<file path="src/sv/sem_pkg.sv">
// Types, constants and arithmetic helpers of the Sobel edge magnitude block.
`timescale 1ns / 1ps
`default_nettype none
package sem_pkg;

   localparam int MAX_WIDTH_DEFAULT  = 1024;
   localparam int MAX_HEIGHT_DEFAULT = 4096;
   localparam int QUEUE_DEPTH        = 4;
   localparam int RESET_WIDTH        = 1024;
   localparam int RESET_HEIGHT       = 768;
   localparam int CLAMP_LIMIT        = 65280;

   localparam logic [7:0] CSR_FRAME_WIDTH  = 8'd0;
   localparam logic [7:0] CSR_FRAME_HEIGHT = 8'd1;

   typedef logic [23:0] pixel_type;
   typedef logic [8:0][23:0] window_type;
   typedef logic signed [10:0] grad_type;

   typedef struct packed {
      logic       operation;
      logic [7:0] in_red;
      logic [7:0] in_green;
      logic [7:0] in_blue;
   } req_payload_type;

   typedef struct packed {
      logic [7:0] edge_red;
      logic [7:0] edge_green;
      logic [7:0] edge_blue;
      logic       frame_last;
   } rsp_payload_type;

   typedef struct packed {
      logic [7:0]  index;
      logic [15:0] data;
   } csr_payload_type;

   typedef struct packed {
      logic      valid;
      logic      clear;
      logic      has_top;
      logic      has_mid;
      logic      emit;
      logic      mask_left;
      logic      mask_right;
      logic      last;
      pixel_type pix;
   } line_ctl_type;

   typedef struct packed {
      grad_type [2:0] gx;
      grad_type [2:0] gy;
      logic           last;
   } entry_type;

   typedef struct packed {
      logic [16:0] rem;
      logic [16:0] root;
   } sqrt_type;

   function automatic grad_type cell_val(window_type win, int idx, int chan, logic masked);
      logic [7:0] v;
      v = win[idx][23 - 8 * chan -: 8];
      return masked ? grad_type'(0) : grad_type'({3'b000, v});
   endfunction

   function automatic entry_type gradients(window_type win, logic ml, logic mr, logic last);
      entry_type e;
      grad_type  c0, c1, c2, c3, c5, c6, c7, c8;
      e.last = last;
      for (int c = 0; c < 3; c++) begin
         c0 = cell_val(win, 0, c, ml);
         c1 = cell_val(win, 1, c, 1'b0);
         c2 = cell_val(win, 2, c, mr);
         c3 = cell_val(win, 3, c, ml);
         c5 = cell_val(win, 5, c, mr);
         c6 = cell_val(win, 6, c, ml);
         c7 = cell_val(win, 7, c, 1'b0);
         c8 = cell_val(win, 8, c, mr);
         e.gx[c] = (c2 + (c5 <<< 1) + c8) - (c0 + (c3 <<< 1) + c6);
         e.gy[c] = (c6 + (c7 <<< 1) + c8) - (c0 + (c1 <<< 1) + c2);
      end
      return e;
   endfunction

   function automatic sqrt_type sqrt_step(sqrt_type cur, logic [16:0] bitv);
      sqrt_type nxt;
      if (cur.rem >= cur.root + bitv) begin
         nxt.rem  = cur.rem - (cur.root + bitv);
         nxt.root = (cur.root >> 1) + bitv;
      end else begin
         nxt.rem  = cur.rem;
         nxt.root = cur.root >> 1;
      end
      return nxt;
   endfunction

endpackage
`default_nettype wire

</file>
<file path="src/sv/sem_queue.sv">
// Short queue of gradient entries between the front end and the back end.
`timescale 1ns / 1ps
`default_nettype none
module sem_queue (
   input  wire logic               clock,
   input  wire logic               reset,
   input  wire logic               push,
   input  wire sem_pkg::entry_type push_data,
   input  wire logic               pop,
   output      sem_pkg::entry_type head,
   output      logic               not_empty,
   output      logic               room
);
   localparam int DEPTH = sem_pkg::QUEUE_DEPTH;
   localparam int PW    = $clog2(DEPTH);
   localparam int CW    = $clog2(DEPTH + 1);

   sem_pkg::entry_type slots_ff [DEPTH];
   logic [PW-1:0] wptr_ff, rptr_ff;
   logic [CW-1:0] count_ff;

   assign head      = slots_ff[rptr_ff];
   assign not_empty = count_ff != '0;
   // Two free slots cover the item still in the line stage.
   assign room      = count_ff <= CW'(DEPTH - 2);

   always_ff @(posedge clock) begin
      if (push) begin
         slots_ff[wptr_ff] <= push_data;
      end
   end

   always_ff @(posedge clock) begin
      if (reset) begin
         wptr_ff  <= '0;
         rptr_ff  <= '0;
         count_ff <= '0;
      end else begin
         if (push) begin
            wptr_ff <= (wptr_ff == PW'(DEPTH - 1)) ? '0 : wptr_ff + PW'(1);
         end
         if (pop) begin
            rptr_ff <= (rptr_ff == PW'(DEPTH - 1)) ? '0 : rptr_ff + PW'(1);
         end
         count_ff <= count_ff + CW'(push) - CW'(pop);
      end
   end
endmodule
`default_nettype wire

</file>
<file path="config.mk">
export PLATFORM = sky130hd
export DESIGN_NAME = sem_queue
export DESIGN_NICKNAME = d
export VERILOG_FILES = /design/src/sv/sem_pkg.sv /design/src/sv/sem_queue.sv
export SDC_FILE = /design/constraint.sdc
export NUM_CORES = 1
export LEC_CHECK = 0
export CORE_UTILIZATION = 60
export CTS_CLUSTER_SIZE = 12
export DETAILED_ROUTE_END_ITERATION = 7
export DONT_BUFFER_PORTS = 1
export PLACE_DENSITY = 0.86
export SYNTH_ARGS = -nofsm -noshare
export SYNTH_HDL_FRONTEND = slang
export SYNTH_SLANG_ARGS = --single-unit
</file>
<file path="constraint.sdc">
create_clock -name clock -period 4.5 [get_ports clock]
set_input_delay 0.225 -clock clock [delete_from_list [all_inputs] [get_ports clock]]
set_output_delay 0.225 -clock clock [all_outputs]
set_load 0.01 [all_outputs]
</file>
==> results.json <==
{
  "status": "finished clean",
  "vdd_drop_max_uv": 451,
  "rsz0062_at_grt": "no",
  "period_share_pct": 58.0,
  "cts.clk_slew.worst_paths_ns": 0.06,
  "drive_gt1_share_pct": 22.1,
  "slew_viol_final": 0,
  "htreeDepth": 1,
  "powerDensity_nw_per_um2": 462,
  "cp.arrival_ns": 2.38,
  "initial_core_util_pct": 61.2,
  "track_usage_pct": 22.0,
  "ys_ff_latch": 277,
  "die-area_um2": 17500,
  "place_hpwl_um": 10000,
  "yosys_warnings": 0,
  "cp.required_ns": 4.28,
  "yosys_most_used_dff": "edfxtp_1",
  "drc": 0,
  "synth_edf_count": 268,
  "grt_pass1_vias": 4695,
  "antenna_left": 0,
  "fillers": 949,
  "wl_per_cell_um": 25.8,
  "place_congestion": 0.782,
  "postCtsSetupRepairBufs": 0,
  "setup_violations": 0,
  "overflow": 0,
  "path_cells": "buf_4 > mux4_2",
  "finalCriticalPeriod_ns": 2.61,
  "fin_tns_setup_ns": 0,
  "grt_pass1_wl_um": 28200,
  "synth_nets": 475,
  "drt-total-wl_um": 18500,
  "tightest_slew_ns": 1.03,
  "end_kind": "output port",
  "hp-class": "in -> reg",
  "avgSynthCellArea_um2": 25.7,
  "max_stage_delay_ns": 0.74,
  "final_common_cell": "edfxtp_1",
  "syn_to_final_growth_pct": 16.3,
  "worstPathMaxFanout": 29,
  "crit_slowest_cell": "dfxtp_4",
  "hold_viol": 0,
  "p_leak_nw": 3.74,
  "vias_per_cell": 6.11,
  "syn_inst": 395,
  "coreArea_um2": 16600,
  "grt_max_degree": 68,
  "cts_root_buf": "clkbuf_16",
  "maxCapViolations": 0,
  "syn_area_um2": 10200,
  "io_buffers": 0,
  "seq_area_frac_synth_pct": 81.0,
  "die_h_um": 132,
  "clock-sinks": 277,
  "rows": 47,
  "critPathKind": "reg -> out",
  "final_net_count": 562,
  "slew-limit-headroom_pct": 31.1,
  "diodes": 0,
  "num_io_pins": 140,
  "grt_antenna_before_repair": 1,
  "drtPass1Iterations": 4,
  "cts_tree": "done",
  "clk_latency_ns": 0.51,
  "ys_types": 21,
  "fin_hold_ws_ns": 0.156,
  "clockBufferDepth": 3,
  "finClkSkew_ns": 0.0158,
  "worst_setup_path_start_kind": "flop",
  "first_iter_violations": 294,
  "numCtsBuffers": 28,
  "vias": 4383,
  "final_cell_mix": "edfxtp_1 (268), dlygate4sd3_1 (70), mux4_2 (67)",
  "synthArstFlopShare_pct": 0,
  "fmax_ghz": 0.383,
  "die_w_um": 132
}
[worst paths after layout]
kind              cells past startpoint  slack [ns]              to       start
hold / removal                        3        0.16     count_ff[1]         pop
hold reg to reg                       2        0.51            flop  rptr_ff[0]
setup / recovery                      2        1.89        head[40]        flop
setup reg to reg                      3        2.64  slots_ff[0][7]  wptr_ff[0]
[area by class of cell]
class / instances / area, um^2 / area share (%)
repair buffers: 72 / 716 / 6.06
well taps: 220 / 275 / 2.33
inverters: 7 / 26.3 / 0.222
clock buffers: 39 / 763 / 6.46
clock inverters: 6 / 30.0 / 0.254
multi-input cells: 96 / 1770 / 15.0
flip-flops and latches: 277 / 8240 / 69.7
[stage by stage]
step / instance area (um^2) / setup slack, ns / total power [W] / utilization, % / cells
floorplan: 10200 / 1.96 / 0.00333 / - / 395
global placement: 10300 / 2.39 / 0.00338 / 62.2 / 602
detailed placement: 10300 / 2.36 / 0.00340 / 62.2 / 602
CTS: 11800 / 1.79 / 0.00549 / 71.2 / 717
global route: 11800 / 1.71 / 0.00561 / 71.2 / 717
finish: 11800 / 1.89 / 0.00546 / 71.2 / 717
[where the power goes]
group	switching [W]	internal [W]
combinational	0.000220	0.000190
sequential	0.0000629	0.00295
clock	0.000869	0.00117
[cell usage after synthesis (3+ instances only)]
cell	count	share of area, %
buf_2	4	0.20
edfxtp_1	268	79
buf_1	3	0.11
and2_1	4	0.25
buf_4	3	0.22
mux4_2	67	15
inv_1	7	0.26
buf_12	4	0.79
nor2_1	4	0.15
ha_1	8	0.99
dfxtp_1	9	1.8
[flip-flops by register name, indices dropped and copies added, names as in the netlist, named ones only]
| register | count |
|---|---|
| rptr_ff | 2 |
| count_ff | 3 |
| wptr_ff | 2 |
| slots_ff | 268 |
[worst max-delay path: cells and delay by family, from the launching register on]
family | cells | cell delay (ns)
flip-flops | 1 | 0.74
buffers and inverters | 1 | 0.49
multiplexers | 1 | 0.62
[per-layer routing]
layer	track usage (%)	vias to the layer above	wire, um
met1	30.0	2301	7320
met5	0	-	16
li1	-	1845	-
met2	36.4	206	9430
met4	5.49	2	303
met3	5.23	29	1450
[logic make-up after synthesis]
family          synth area share (%)
compound gates                 0.185
fa+ha+maj                       1.18
simple gates                   0.801
xor+xnor                      0.0862
flops                           81.0
buf+inv                         1.69
mux                             15.1
[what timing repair did]
item | CTS | global route
hold buffers | 70 | 0
hold endpoints to repair | 277 | 0
gates resized for setup | 0 | 0
Power figures use the tool's default switching activity.
