### src/sv/sem_pkg.sv
// Types, constants and arithmetic helpers of the Sobel edge magnitude block.
`timescale 1ns / 1ps
`default_nettype none
package sem_pkg;

   localparam int MAX_WIDTH_DEFAULT  = 1024;
   localparam int MAX_HEIGHT_DEFAULT = 4096;
   localparam int QUEUE_DEPTH        = 4;
   localparam int RESET_WIDTH        = 1024;
   localparam int RESET_HEIGHT       = 768;
   localparam int CLAMP_LIMIT        = 65280;

   localparam logic [7:0] CSR_FRAME_WIDTH  = 8'd0;
   localparam logic [7:0] CSR_FRAME_HEIGHT = 8'd1;

   typedef logic [23:0] pixel_type;
   typedef logic [8:0][23:0] window_type;
   typedef logic signed [10:0] grad_type;

   typedef struct packed {
      logic       operation;
      logic [7:0] in_red;
      logic [7:0] in_green;
      logic [7:0] in_blue;
   } req_payload_type;

   typedef struct packed {
      logic [7:0] edge_red;
      logic [7:0] edge_green;
      logic [7:0] edge_blue;
      logic       frame_last;
   } rsp_payload_type;

   typedef struct packed {
      logic [7:0]  index;
      logic [15:0] data;
   } csr_payload_type;

   typedef struct packed {
      logic      valid;
      logic      clear;
      logic      has_top;
      logic      has_mid;
      logic      emit;
      logic      mask_left;
      logic      mask_right;
      logic      last;
      pixel_type pix;
   } line_ctl_type;

   typedef struct packed {
      grad_type [2:0] gx;
      grad_type [2:0] gy;
      logic           last;
   } entry_type;

   typedef struct packed {
      logic [16:0] rem;
      logic [16:0] root;
   } sqrt_type;

   function automatic grad_type cell_val(window_type win, int idx, int chan, logic masked);
      logic [7:0] v;
      v = win[idx][23 - 8 * chan -: 8];
      return masked ? grad_type'(0) : grad_type'({3'b000, v});
   endfunction

   function automatic entry_type gradients(window_type win, logic ml, logic mr, logic last);
      entry_type e;
      grad_type  c0, c1, c2, c3, c5, c6, c7, c8;
      e.last = last;
      for (int c = 0; c < 3; c++) begin
         c0 = cell_val(win, 0, c, ml);
         c1 = cell_val(win, 1, c, 1'b0);
         c2 = cell_val(win, 2, c, mr);
         c3 = cell_val(win, 3, c, ml);
         c5 = cell_val(win, 5, c, mr);
         c6 = cell_val(win, 6, c, ml);
         c7 = cell_val(win, 7, c, 1'b0);
         c8 = cell_val(win, 8, c, mr);
         e.gx[c] = (c2 + (c5 <<< 1) + c8) - (c0 + (c3 <<< 1) + c6);
         e.gy[c] = (c6 + (c7 <<< 1) + c8) - (c0 + (c1 <<< 1) + c2);
      end
      return e;
   endfunction

   function automatic sqrt_type sqrt_step(sqrt_type cur, logic [16:0] bitv);
      sqrt_type nxt;
      if (cur.rem >= cur.root + bitv) begin
         nxt.rem  = cur.rem - (cur.root + bitv);
         nxt.root = (cur.root >> 1) + bitv;
      end else begin
         nxt.rem  = cur.rem;
         nxt.root = cur.root >> 1;
      end
      return nxt;
   endfunction

endpackage
`default_nettype wire

### src/sv/sem_back.sv
// Back end: squares, rounded integer square root, clamp and result register.
`timescale 1ns / 1ps
`default_nettype none
module sem_back (
   input  wire logic               clock,
   input  wire logic               reset,
   input  wire sem_pkg::entry_type head,
   input  wire logic               not_empty,
   output      logic               pop,
   output      logic               rsp_valid,
   input  wire logic               rsp_ready,
   output      sem_pkg::rsp_payload_type rsp_payload
);
   logic        enable;
   logic        v1_ff, v2_ff, v3_ff;
   logic        last1_ff, last2_ff;
   logic [19:0] sqx_ff [3];
   logic [19:0] sqy_ff [3];
   logic [20:0] sum [3];
   logic [2:0]  big_ff;
   sem_pkg::sqrt_type s2_in [3];
   sem_pkg::sqrt_type s2_ff [3];
   sem_pkg::sqrt_type s3 [3];
   logic [7:0]  mag [3];
   logic signed [21:0] px [3];
   logic signed [21:0] py [3];
   sem_pkg::rsp_payload_type out_ff;

   assign enable      = !v3_ff || rsp_ready;
   assign pop         = enable && not_empty;
   assign rsp_valid   = v3_ff;
   assign rsp_payload = out_ff;

   always_comb begin
      for (int c = 0; c < 3; c++) begin
         px[c]  = head.gx[c] * head.gx[c];
         py[c]  = head.gy[c] * head.gy[c];
         sum[c] = 21'(sqx_ff[c]) + 21'(sqy_ff[c]);
         s2_in[c].rem  = {1'b0, sum[c][15:0]};
         s2_in[c].root = '0;
         for (int k = 0; k < 4; k++) begin
            s2_in[c] = sem_pkg::sqrt_step(s2_in[c], 17'(1) << (14 - 2 * k));
         end
         s3[c] = s2_ff[c];
         for (int k = 4; k < 8; k++) begin
            s3[c] = sem_pkg::sqrt_step(s3[c], 17'(1) << (14 - 2 * k));
         end
         if (big_ff[c]) begin
            mag[c] = 8'hFF;
         end else if (s3[c].rem > s3[c].root) begin
            mag[c] = s3[c].root[7:0] + 8'd1;
         end else begin
            mag[c] = s3[c].root[7:0];
         end
      end
   end

   always_ff @(posedge clock) begin
      if (enable) begin
         last1_ff <= head.last;
         last2_ff <= last1_ff;
         for (int c = 0; c < 3; c++) begin
            sqx_ff[c] <= px[c][19:0];
            sqy_ff[c] <= py[c][19:0];
            big_ff[c] <= sum[c] > 21'(sem_pkg::CLAMP_LIMIT);
            s2_ff[c]  <= s2_in[c];
         end
         out_ff.edge_red   <= mag[0];
         out_ff.edge_green <= mag[1];
         out_ff.edge_blue  <= mag[2];
         out_ff.frame_last <= last2_ff;
      end
   end

   always_ff @(posedge clock) begin
      if (reset) begin
         v1_ff <= 1'b0;
         v2_ff <= 1'b0;
         v3_ff <= 1'b0;
      end else if (enable) begin
         v1_ff <= not_empty;
         v2_ff <= v1_ff;
         v3_ff <= v2_ff;
      end
   end
endmodule
`default_nettype wire

### config.mk
export PLATFORM = sky130hd
export DESIGN_NAME = sem_back
export DESIGN_NICKNAME = d
export VERILOG_FILES = /design/src/sv/sem_pkg.sv /design/src/sv/sem_back.sv
export SDC_FILE = /design/constraint.sdc
export NUM_CORES = 2
export LEC_CHECK = 0
export BUFFER_PORTS_ARGS = -buffer_cell sky130_fd_sc_hd__buf_2
export CORE_ASPECT_RATIO = 0.5
export CORE_UTILIZATION = 65
export CTS_BUF_LIST = sky130_fd_sc_hd__clkbuf_8
export DETAILED_ROUTE_END_ITERATION = 10
export HOLD_SLACK_MARGIN = 0.05
export PLACE_DENSITY = 0.82
export SLEW_MARGIN = 30
export SYNTH_ARGS = -nofsm -noshare
export SYNTH_HDL_FRONTEND = slang
export SYNTH_SLANG_ARGS = --single-unit
export TNS_END_PERCENT = 10
### constraint.sdc
create_clock -name clock -period 14.6 [get_ports clock]
set_input_delay 2.92 -clock clock [delete_from_list [all_inputs] [get_ports clock]]
set_output_delay 2.92 -clock clock [all_outputs]
set_load 0.02 [all_outputs]
==> impl_results.md <==
- Register area: around 6300 µm²
- Worst-Margin Slew: approximately 1.1 ns
- Total gr overflow: 0
- Post-synth cell types: 100
- First-pass GRT wire length: 161000 µm
- Post-Synth Simple-Gate Area: between 10% and 20%
- Crit Reg-Reg Startpoint: s2_ff[0][10]$_DFFE_PN_
- Nets@finish: 5978
- Root buffer cell: clkbuf_8
- Core box area: approximately 66000 µm²
- Fin. max-slew vios: 0
- Post-DP HPWL: between 70000 and 80000 µm
- DRC violations left: 0
- Post-synth EDFFs: approximately 210
- CP arrival: roughly 14 ns
- Crit path capture: rsp_payload[21]$_SDFFCE_PP1N_
- CTS tree: done
- Buffers on Ports: 97
- Total wire length: 94700 µm
- Iter 0 DRT Violations: 1910
- Most frequent cells in the layout: inv_1 (932), fa_1 (573), ha_1 (494)
- Sequential area share after synthesis: between 10% and 20%
- CP Capture Type: register
- Grt met3 use: a little under 3%
- Top-area cell type share of the netlist area: a little over a quarter
- CP Data Required Time: around 15 ns
- Htree depth: 2
- Max-cap viol count: 0
- Via Count: 33300
- Chip width: 368 µm
- Startpoint types: register
- # rows: 66
- RD Place Congestion: 0.921
- Initial Util: between 60 and 70%
- Fin. Hold Viols: 0
- Largest family of logic cells by synthesized area: adder cells
- Post-Syn Nets: around 6000
- Synth Register Bits: 210
- Post-synthesis mux area share: around 1.6%
- Gr usage total: between 20% and 30%
- Unrepaired setup endpoints after global routing: no
- Clock slew at reported path FFs: around 0.070 ns
- Xor and xnor fraction of the mapped netlist area: under 10%
- Critical path class: reg -> reg
- Synth Area in Compound Gates: 12.1%
- Critical path's slowest cell: or3_1
- R2R Setup Slk: between 0.9 and 1 ns
- Synth Warn #: 0
- TritonCTS Buffers: 38
- Crit-path max cell delay: roughly 0.60 ns
- Post-synth ARST share: 0%
- GRT met2 Usage: between 50% and 60%
- Critical Path Start: s2_ff[0][10]$_DFFE_PN_
- Fmax: ~0.073 GHz
- Multi-input logic area: 33300 µm²
- Share of layout cells above drive strength 1: roughly 5.1%
- Vias in the first global route: between 30000 and 40000
- Slew HR: between 20 and 30%
- Vias per inst: 5.79
- Post-synthesis adder-cell area fraction: 40.5%
- Die Y-Extent: between 150 and 200 µm
- Avg Inst Size Synth: around 9.0 µm²
- Commonest non-fill, non-tap cell in the layout: inv_1
- Syn Inst Count: about 4800
- Die area: ~68000 µm²
- FF-to-FF End: rsp_payload[21]$_SDFFCE_PP1N_
- CTS Sinks: 210
- Final Critical Period: between 10 and 15 ns
- Synth top area cells: fa_1 (26%), edfxtp_1 (14%), ha_1 (14%), inv_1 (8.0%), xnor2_1 (4.6%)
- Clock buffer depth: 3
- Post-CTS Setup Inserts: 0
- Grt met1 use: a little over a third
- IO Count: 98
- Area Overhead vs Synth: 4.30%
- Clock latency on the worst-skew pair: around 0.63 ns
- Initial antenna violation count: 3
- Fin Setup TNS: 0 ns
- Top FF cell, synth: edfxtp_1
- Syn Std Cell Area: ~44000 µm²
- Largest net degree at the start of global routing: between 50 and 60
- FF-to-FF path depth: 52
- Crit share post-route: approximately 93%
- Crit-path max FO: 19
- Status: complete, no violations
- ANT nets after route: 0
- GRT busiest layer: met2
- Final Setup Violations: 0
- # fillers: approximately 5000
- Min-delay worst type: reg -> reg
- Routed WL per cell: between 15 and 20 µm
- Area leader, netlist: fa_1
- Clk_skew: 0.0322 ns
- TritonRoute pass-1 iters: 5
==> Yosys cell counts (34+ instances only) <==
cell / number
xor2_1: 99
nor3_1: 82
nor2b_1: 51
a21oi_1: 250
and2_1: 258
o21bai_1: 63
fa_1: 573
nand2_1: 276
nand4_1: 39
edfxtp_1: 207
ha_1: 494
clkbuf_1: 116
nand3_1: 73
a21o_1: 59
o21ai_0: 149
mux2i_1: 34
xnor2_1: 229
nand2b_1: 75
inv_1: 925
nor2_1: 229
==> critical path: cells and delay by family (launching register included) <==
family	cells	cell delay (ns)
AND/OR/NAND/NOR	26	6.23
AO/OA/AOI/OAI	15	3.47
adder cells (fa/ha/maj)	5	1.63
buffers and inverters	3	0.82
flip-flops	1	0.44
multiplexers	1	0.39
XOR/XNOR	2	0.35
==> how the worst min path moves through the flow <==
stage,from,endpoint,slack (ns),depth (start not counted)
final,last2_ff$_DFFE_PN_,rsp_payload[0]$_DFFE_PN_,0.42,0
after global routing,last1_ff$_DFFE_PN_,last2_ff$_DFFE_PN_,0.44,0
after CTS,last2_ff$_DFFE_PN_,rsp_payload[0]$_DFFE_PN_,0.42,0
after detailed placement,last2_ff$_DFFE_PN_,rsp_payload[0]$_DFFE_PN_,0.41,0
after global placement,last1_ff$_DFFE_PN_,last2_ff$_DFFE_PN_,0.40,0
after floorplan,last1_ff$_DFFE_PN_,last2_ff$_DFFE_PN_,0.40,0
==> metrics by stage <==
step	setup WS [ns]	hold slack [ns]	area, µm²	instances	utilization (%)
floorplan	2.22	0.400	43600	4824	-
global placement	0.973	0.403	44800	5684	68.2
detailed placement	0.628	0.406	44800	5684	68.2
CTS	0.557	0.422	45500	5748	69.2
global route	0.00593	0.440	45500	5750	69.3
finish	0.961	0.420	45500	5752	69.3
==> final cells by class <==
cell class | instances | area share (%)
multi-input combinational | 3548 | 73.3
sequential | 210 | 13.8
inverter | 937 | 7.77
tap | 884 | 2.43
timing repair buffer | 105 | 1.20
clock buffer | 39 | 1.18
clock inverter | 25 | 0.330
antenna | 4 | 0.0220
==> repair_timing <==
| item | 4_1_cts | 5_1_grt |
|---|---|---|
| hold buffers | 0 | 0 |
| gates resized for setup | 0 | 6 |
| endpoints found under the hold margin | 0 | 0 |
| setup endpoints to repair | 0 | 8 |
==> per-layer routing <==
metal  routed length [µm]  part of all wire [%]
met1                40300                    43
met5                   19                 0.020
met2                48700                    51
met3                 3600                   3.8
met4                 2110                   2.2
==> logic make-up after synthesis <==
group,after synthesis
compound gates,805
buf+inv,1066
mux,67
xor+xnor,329
fa+ha+maj,1068
simple gates,1279
flops,210
==> sequential cells by signal, summed over array words and instances, names as in the netlist <==
register     cells
last2_ff         1
big_ff           3
sqy_ff          57
v1_ff            1
v2_ff            1
rsp_valid        1
s2_ff           63
rsp_payload     25
last1_ff         1
sqx_ff          57
Power is not shown: default switching activity piles up to over one toggle a cycle in this logic, so the estimate is an artifact.
