--- src/sv/sem_pkg.sv ---
// Types, constants and arithmetic helpers of the Sobel edge magnitude block.
`timescale 1ns / 1ps
`default_nettype none
package sem_pkg;

   localparam int MAX_WIDTH_DEFAULT  = 1024;
   localparam int MAX_HEIGHT_DEFAULT = 4096;
   localparam int QUEUE_DEPTH        = 4;
   localparam int RESET_WIDTH        = 1024;
   localparam int RESET_HEIGHT       = 768;
   localparam int CLAMP_LIMIT        = 65280;

   localparam logic [7:0] CSR_FRAME_WIDTH  = 8'd0;
   localparam logic [7:0] CSR_FRAME_HEIGHT = 8'd1;

   typedef logic [23:0] pixel_type;
   typedef logic [8:0][23:0] window_type;
   typedef logic signed [10:0] grad_type;

   typedef struct packed {
      logic       operation;
      logic [7:0] in_red;
      logic [7:0] in_green;
      logic [7:0] in_blue;
   } req_payload_type;

   typedef struct packed {
      logic [7:0] edge_red;
      logic [7:0] edge_green;
      logic [7:0] edge_blue;
      logic       frame_last;
   } rsp_payload_type;

   typedef struct packed {
      logic [7:0]  index;
      logic [15:0] data;
   } csr_payload_type;

   typedef struct packed {
      logic      valid;
      logic      clear;
      logic      has_top;
      logic      has_mid;
      logic      emit;
      logic      mask_left;
      logic      mask_right;
      logic      last;
      pixel_type pix;
   } line_ctl_type;

   typedef struct packed {
      grad_type [2:0] gx;
      grad_type [2:0] gy;
      logic           last;
   } entry_type;

   typedef struct packed {
      logic [16:0] rem;
      logic [16:0] root;
   } sqrt_type;

   function automatic grad_type cell_val(window_type win, int idx, int chan, logic masked);
      logic [7:0] v;
      v = win[idx][23 - 8 * chan -: 8];
      return masked ? grad_type'(0) : grad_type'({3'b000, v});
   endfunction

   function automatic entry_type gradients(window_type win, logic ml, logic mr, logic last);
      entry_type e;
      grad_type  c0, c1, c2, c3, c5, c6, c7, c8;
      e.last = last;
      for (int c = 0; c < 3; c++) begin
         c0 = cell_val(win, 0, c, ml);
         c1 = cell_val(win, 1, c, 1'b0);
         c2 = cell_val(win, 2, c, mr);
         c3 = cell_val(win, 3, c, ml);
         c5 = cell_val(win, 5, c, mr);
         c6 = cell_val(win, 6, c, ml);
         c7 = cell_val(win, 7, c, 1'b0);
         c8 = cell_val(win, 8, c, mr);
         e.gx[c] = (c2 + (c5 <<< 1) + c8) - (c0 + (c3 <<< 1) + c6);
         e.gy[c] = (c6 + (c7 <<< 1) + c8) - (c0 + (c1 <<< 1) + c2);
      end
      return e;
   endfunction

   function automatic sqrt_type sqrt_step(sqrt_type cur, logic [16:0] bitv);
      sqrt_type nxt;
      if (cur.rem >= cur.root + bitv) begin
         nxt.rem  = cur.rem - (cur.root + bitv);
         nxt.root = (cur.root >> 1) + bitv;
      end else begin
         nxt.rem  = cur.rem;
         nxt.root = cur.root >> 1;
      end
      return nxt;
   endfunction

endpackage
`default_nettype wire

--- src/sv/sem_front.sv ---
// Front end: accepts pixels and register writes, tracks frame position.
`timescale 1ns / 1ps
`default_nettype none
module sem_front #(
   parameter int MAX_WIDTH  = sem_pkg::MAX_WIDTH_DEFAULT,
   parameter int MAX_HEIGHT = sem_pkg::MAX_HEIGHT_DEFAULT
) (
   input  wire logic                           clock,
   input  wire logic                           reset,
   input  wire logic                           req_valid,
   output      logic                           req_ready,
   input  wire sem_pkg::req_payload_type       req_payload,
   input  wire logic                           csr_valid,
   output      logic                           csr_ready,
   input  wire sem_pkg::csr_payload_type       csr_payload,
   input  wire logic                           queue_room,
   output      logic                           rd_en,
   output      logic [$clog2(MAX_WIDTH)-1:0]   rd_addr,
   output      logic [$clog2(MAX_WIDTH)-1:0]   wr_addr,
   output      sem_pkg::line_ctl_type          line_ctl
);
   localparam int IW = $clog2(MAX_WIDTH);
   localparam int WW = $clog2(MAX_WIDTH + 1);
   localparam int HW = $clog2(MAX_HEIGHT + 2);

   logic [WW-1:0] width_ff;
   logic [HW-1:0] height_ff;
   logic [IW-1:0] icol_ff, icol_in, icol_use;
   logic [HW-1:0] irow_ff, irow_in;
   logic [IW-1:0] ocol_ff, ocol_in;
   logic [HW-1:0] orow_ff, orow_in;
   logic [IW-1:0] addr_ff;
   sem_pkg::line_ctl_type ctl_ff, ctl_in, clear_ctl;
   logic fire, drop, in_frame, csr_fire;

   function automatic logic [WW-1:0] clamp_w(logic [10:0] v);
      if (v == '0) return WW'(1);
      if (32'(v) > MAX_WIDTH) return WW'(MAX_WIDTH);
      return WW'(v);
   endfunction

   function automatic logic [HW-1:0] clamp_h(logic [12:0] v);
      if (v == '0) return HW'(1);
      if (32'(v) > MAX_HEIGHT) return HW'(MAX_HEIGHT);
      return HW'(v);
   endfunction

   // A register write takes priority over a pixel transfer in the same cycle.
   assign req_ready = queue_room && !csr_valid;
   assign csr_ready = 1'b1;
   assign csr_fire  = csr_valid && csr_ready;
   assign fire      = req_valid && req_ready;
   assign in_frame  = irow_ff < height_ff;
   assign drop      = req_payload.operation && in_frame;
   assign rd_en     = fire && !drop;
   assign rd_addr   = icol_use;
   assign wr_addr   = addr_ff;
   assign line_ctl  = ctl_ff;

   always_comb begin
      clear_ctl         = '0;
      clear_ctl.clear   = 1'b1;
      icol_use = (WW'(icol_ff) >= width_ff) ? '0 : icol_ff;
      ctl_in.valid      = fire && !drop;
      ctl_in.clear      = 1'b0;
      ctl_in.has_top    = irow_ff >= HW'(2);
      ctl_in.has_mid    = irow_ff >= HW'(1);
      ctl_in.emit       = (irow_ff >= HW'(2)) || ((irow_ff == HW'(1)) && (icol_use != '0));
      ctl_in.mask_left  = ocol_ff == '0;
      ctl_in.mask_right = (WW'(ocol_ff) + WW'(1)) >= width_ff;
      ctl_in.last       = ctl_in.mask_right && ((orow_ff + HW'(1)) >= height_ff);
      ctl_in.pix        = in_frame ? {req_payload.in_red, req_payload.in_green,
                                      req_payload.in_blue} : '0;
      if ((WW'(icol_use) + WW'(1)) >= width_ff) begin
         icol_in = '0;
         irow_in = irow_ff + HW'(1);
      end else begin
         icol_in = icol_use + IW'(1);
         irow_in = irow_ff;
      end
      ocol_in = ocol_ff;
      orow_in = orow_ff;
      if (ctl_in.emit) begin
         if (ctl_in.mask_right) begin
            ocol_in = '0;
            orow_in = orow_ff + HW'(1);
         end else begin
            ocol_in = ocol_ff + IW'(1);
         end
      end
      if (ctl_in.emit && ctl_in.last) begin
         icol_in = '0;
         irow_in = '0;
         ocol_in = '0;
         orow_in = '0;
      end
   end

   always_ff @(posedge clock) begin
      addr_ff <= icol_use;
      if (reset) begin
         width_ff  <= clamp_w(11'(sem_pkg::RESET_WIDTH));
         height_ff <= clamp_h(13'(sem_pkg::RESET_HEIGHT));
         icol_ff   <= '0;
         irow_ff   <= '0;
         ocol_ff   <= '0;
         orow_ff   <= '0;
         ctl_ff    <= '0;
      end else if (csr_fire) begin
         if (csr_payload.index == sem_pkg::CSR_FRAME_WIDTH) begin
            width_ff <= clamp_w(csr_payload.data[10:0]);
         end
         if (csr_payload.index == sem_pkg::CSR_FRAME_HEIGHT) begin
            height_ff <= clamp_h(csr_payload.data[12:0]);
         end
         if ((csr_payload.index == sem_pkg::CSR_FRAME_WIDTH) ||
             (csr_payload.index == sem_pkg::CSR_FRAME_HEIGHT)) begin
            icol_ff <= '0;
            irow_ff <= '0;
            ocol_ff <= '0;
            orow_ff <= '0;
            ctl_ff  <= clear_ctl;
         end else begin
            ctl_ff <= '0;
         end
      end else begin
         ctl_ff <= ctl_in;
         if (ctl_in.valid) begin
            icol_ff <= icol_in;
            irow_ff <= irow_in;
            ocol_ff <= ocol_in;
            orow_ff <= orow_in;
         end
      end
   end
endmodule
`default_nettype wire

--- config.mk ---
export PLATFORM = sky130hd
export DESIGN_NAME = sem_front
export DESIGN_NICKNAME = d
export VERILOG_FILES = /design/src/sv/sem_pkg.sv /design/src/sv/sem_front.sv
export SDC_FILE = /design/constraint.sdc
export NUM_CORES = 1
export LEC_CHECK = 0
export BUFFER_PORTS_ARGS = -buffer_cell sky130_fd_sc_hd__buf_2
export CAP_MARGIN = 10
export CORE_MARGIN = 3
export CORE_UTILIZATION = 30
export DETAILED_ROUTE_END_ITERATION = 6
export PLACE_DENSITY = 0.59
export SYNTH_ARGS = -nofsm -noshare
export SYNTH_HDL_FRONTEND = slang
export SYNTH_SLANG_ARGS = --single-unit
--- constraint.sdc ---
create_clock -name clock -period 11.8 [get_ports clock]
set_input_delay 0.59 -clock clock [delete_from_list [all_inputs] [get_ports clock]]
set_output_delay 0.59 -clock clock [all_outputs]
set_load 0.01 [all_outputs]
==> reports/qor.csv <==
metric,value,unit
h-tree-depth,3,
synth_area_leaders,"dfxtp_1 37%, ha_1 13%, a21oi_1 4.6%",
finClkSkew,0.00855,ns
dieHeight,148,microns
die-area,21900,sq um
via_per_inst,4.91,
fillerInstances,2087,
hold_viol_final,0,
drcViolationCount,0,
syn-cell-area,6040,sq um
critPathMaxFanout,16,
pin_count,109,
setup_violations,0,
rsz0062_at_grt,no,
clock-sinks,112,
gp_congestion,0.806,
vdd_drop_max,0.0648,mV
grt_max_degree,66,
dr_total_vias,5245,
cts_setup_buffers,0,
yosysWarnings,0,
synth_edf_count,0,
ys_top_cells_by_count,"112 x dfxtp_1, 65 x ha_1, 59 x nor2_1, 56 x a21oi_1, 44 x nand2_1",
ctsHoldBuffers,0,
antenna_left,0,
reg2reg_depth,24,
synth-seq-cells,112,
critPathKind,reg2reg,
fin_crit,5.82,ns
required,12.10,ns
end_kind,flip-flop,
cts-resized-gates,0,
fin_setup_tns,0,ns
max_freq,172,MHz
slew_headroom,36.7,%
regArea,2240,sq um
min_delay_path_depth,2,
hpwl,11700,microns
start_util,30.7,%
wl_per_cell,14.5,microns
port_buffers,104,
cp-start-kind,flip-flop,
antennaDiodeCount,0,
ys_seq_area_share,37.1,%
leakage,0.00315,uW
cts_tree,done,
grt_pass1_vias,4728,
gr-total-overflow,0,
numCtsBuffers,9,
pwr_density_cell,103,nW/um^2
status,"complete, no violations",
drt-initial-drc-count,332,
cts_max_path_buffers,2,
synth_top_area_share,37.1,%
cts-root-buf,clkbuf_16,
synth_top_cell_by_area,dfxtp_1,
dr.pass1.iters,7,
drive_gt1_share,16.2,%
synth_cells,705,
core,19700,sq um
clk_latency,0.36,ns
syn-num-nets,824,
fin_nets,918,
period_share,49.3,%
dpl_cell_area,6820,sq um
multiInputGateArea,3550,sq um
drv_cap,0,
rows,51,
hold_class,in2reg,
synth_flop_cell,dfxtp_1,
die_w,148,microns
synth.most_common_cell,dfxtp_1,
avgSynthCellArea,8.57,sq um
clk_pin_slew_worst_paths,0.08,ns
final_cell_area,7090,sq um
drt-total-wl,15500,microns
area_growth,17.3,%
grtUsageTotal,14.2,%
arrival,6.12,ns
netlist-cell-type-count,52,
synthArstFlopShare,0,%
slew_viol_final,0,
antenna_found_initial,0,
tightest_slew,0.950,ns
grt_pass1_wl,25000,microns
==> per-layer routing <==
metal	part of all wire, %	vias up	routed length (microns)	GRT usage [%]
met5	0	-	0	0
met4	1.2	0	192	4.39
met3	4.3	9	670	2.79
met2	43	112	6650	21.1
met1	52	2426	8000	20.7
li1	-	2698	-	-
==> critical path, stage by stage (launching register included) <==
cell and delay (ns):
dfxtp_1 0.35, inv_1 0.09, ha_1 0.31, a21o_1 0.18
a221o_1 0.33, a31oi_1 0.19, nor2_1 0.09, nor2_1 0.42
nand2_1 0.18, inv_1 0.16, ha_1 0.27, nand4_1 0.17
nor2_1 0.23, xnor2_1 0.15, nor2_1 0.07, ha_1 0.29
a2111oi_0 0.48, nor3b_1 0.30, o211ai_1 0.19, nand2_1 0.45
nand2b_1 0.11, a211oi_1 0.22, buf_4 0.24, and3_1 0.17
a221o_1 0.09
==> metrics by stage <==
stage          util (%)  hold slack [ns]  instances  total power [uW]  worst slack [ns]
2_1_floorplan         -            0.432        705               422              7.23
3_3_place_gp       34.7            0.440       1053               444              5.98
3_5_place_dp       34.7            0.451       1053               444              5.95
4_1_cts            36.1            0.406       1069               744              5.92
5_1_grt            36.1            0.415       1069               762              5.37
6_report           36.1            0.427       1069               728              5.98
==> sequential cells by signal, summed over array words and instances (netlist names) <==
signal     flops
height_ff     13
width_ff      11
irow_ff       13
ocol_ff       10
icol_ff       10
line_ctl      32
wr_addr       10
orow_ff       13
==> layout by cell type, fill, tap and decap left out, types with 3 or more instances in the layout <==
cell and n:
nor4_1 12, nand2b_1 3, nand2_1 44, xor2_1 18, or3_1 6, and3_1 23
nor3b_1 4, nand4_1 4, a22o_1 11, nor3_1 5, dfxtp_1 112, a21o_1 4
o21ai_0 38, a22oi_1 9, a211oi_1 7, or4_1 5, nand3_1 29, nor2b_1 7
or2_2 6, o211ai_1 4, a221o_1 4, a21oi_1 56, nor2_1 59, buf_4 4
and2_1 32, clkbuf_16 9, a211o_1 3, xnor2_1 9, nand3b_1 21, ha_1 65
inv_1 37, a2111oi_0 3, a31oi_1 9, buf_2 104, o21a_1 11
==> area by class of cell <==
type	instances	share of cell area, %
inverter	37	1.96
clock buffer	11	3.28
clock inverter	5	0.547
sequential	112	31.6
tap	265	4.68
multi-input combinational	531	50.1
timing repair buffer	108	7.77
==> worst paths after layout <==
kind / startpoint / endpoint / slack, ns
setup reg to reg: width_ff[5] / icol_ff[2] / 5.98
setup / recovery: width_ff[5] / icol_ff[2] / 5.98
hold reg to reg: width_ff[8] / width_ff[8] / 0.46
hold / removal: req_payload[11] / line_ctl[11] / 0.43
==> power by group <==
part / internal, uW / switching (uW)
Sequential: 383 / 2.85
Clock: 145 / 147
Combinational: 19.5 / 29.4
Total: 548 / 180
==> cells by family after synthesis <==
logic type               after synthesis  synth area share (%)
AO/OA/AOI/OAI                        166                  17.1
XOR/XNOR                              27                  3.91
adder cells (fa/ha/maj)               67                  13.8
buffers and inverters                 62                  4.06
flip-flops                           112                  37.1
multiplexers                           2                 0.331
other                                  1                0.0621
AND/OR/NAND/NOR                      268                  23.6
No activity file was read; power rests on OpenSTA's default activity.
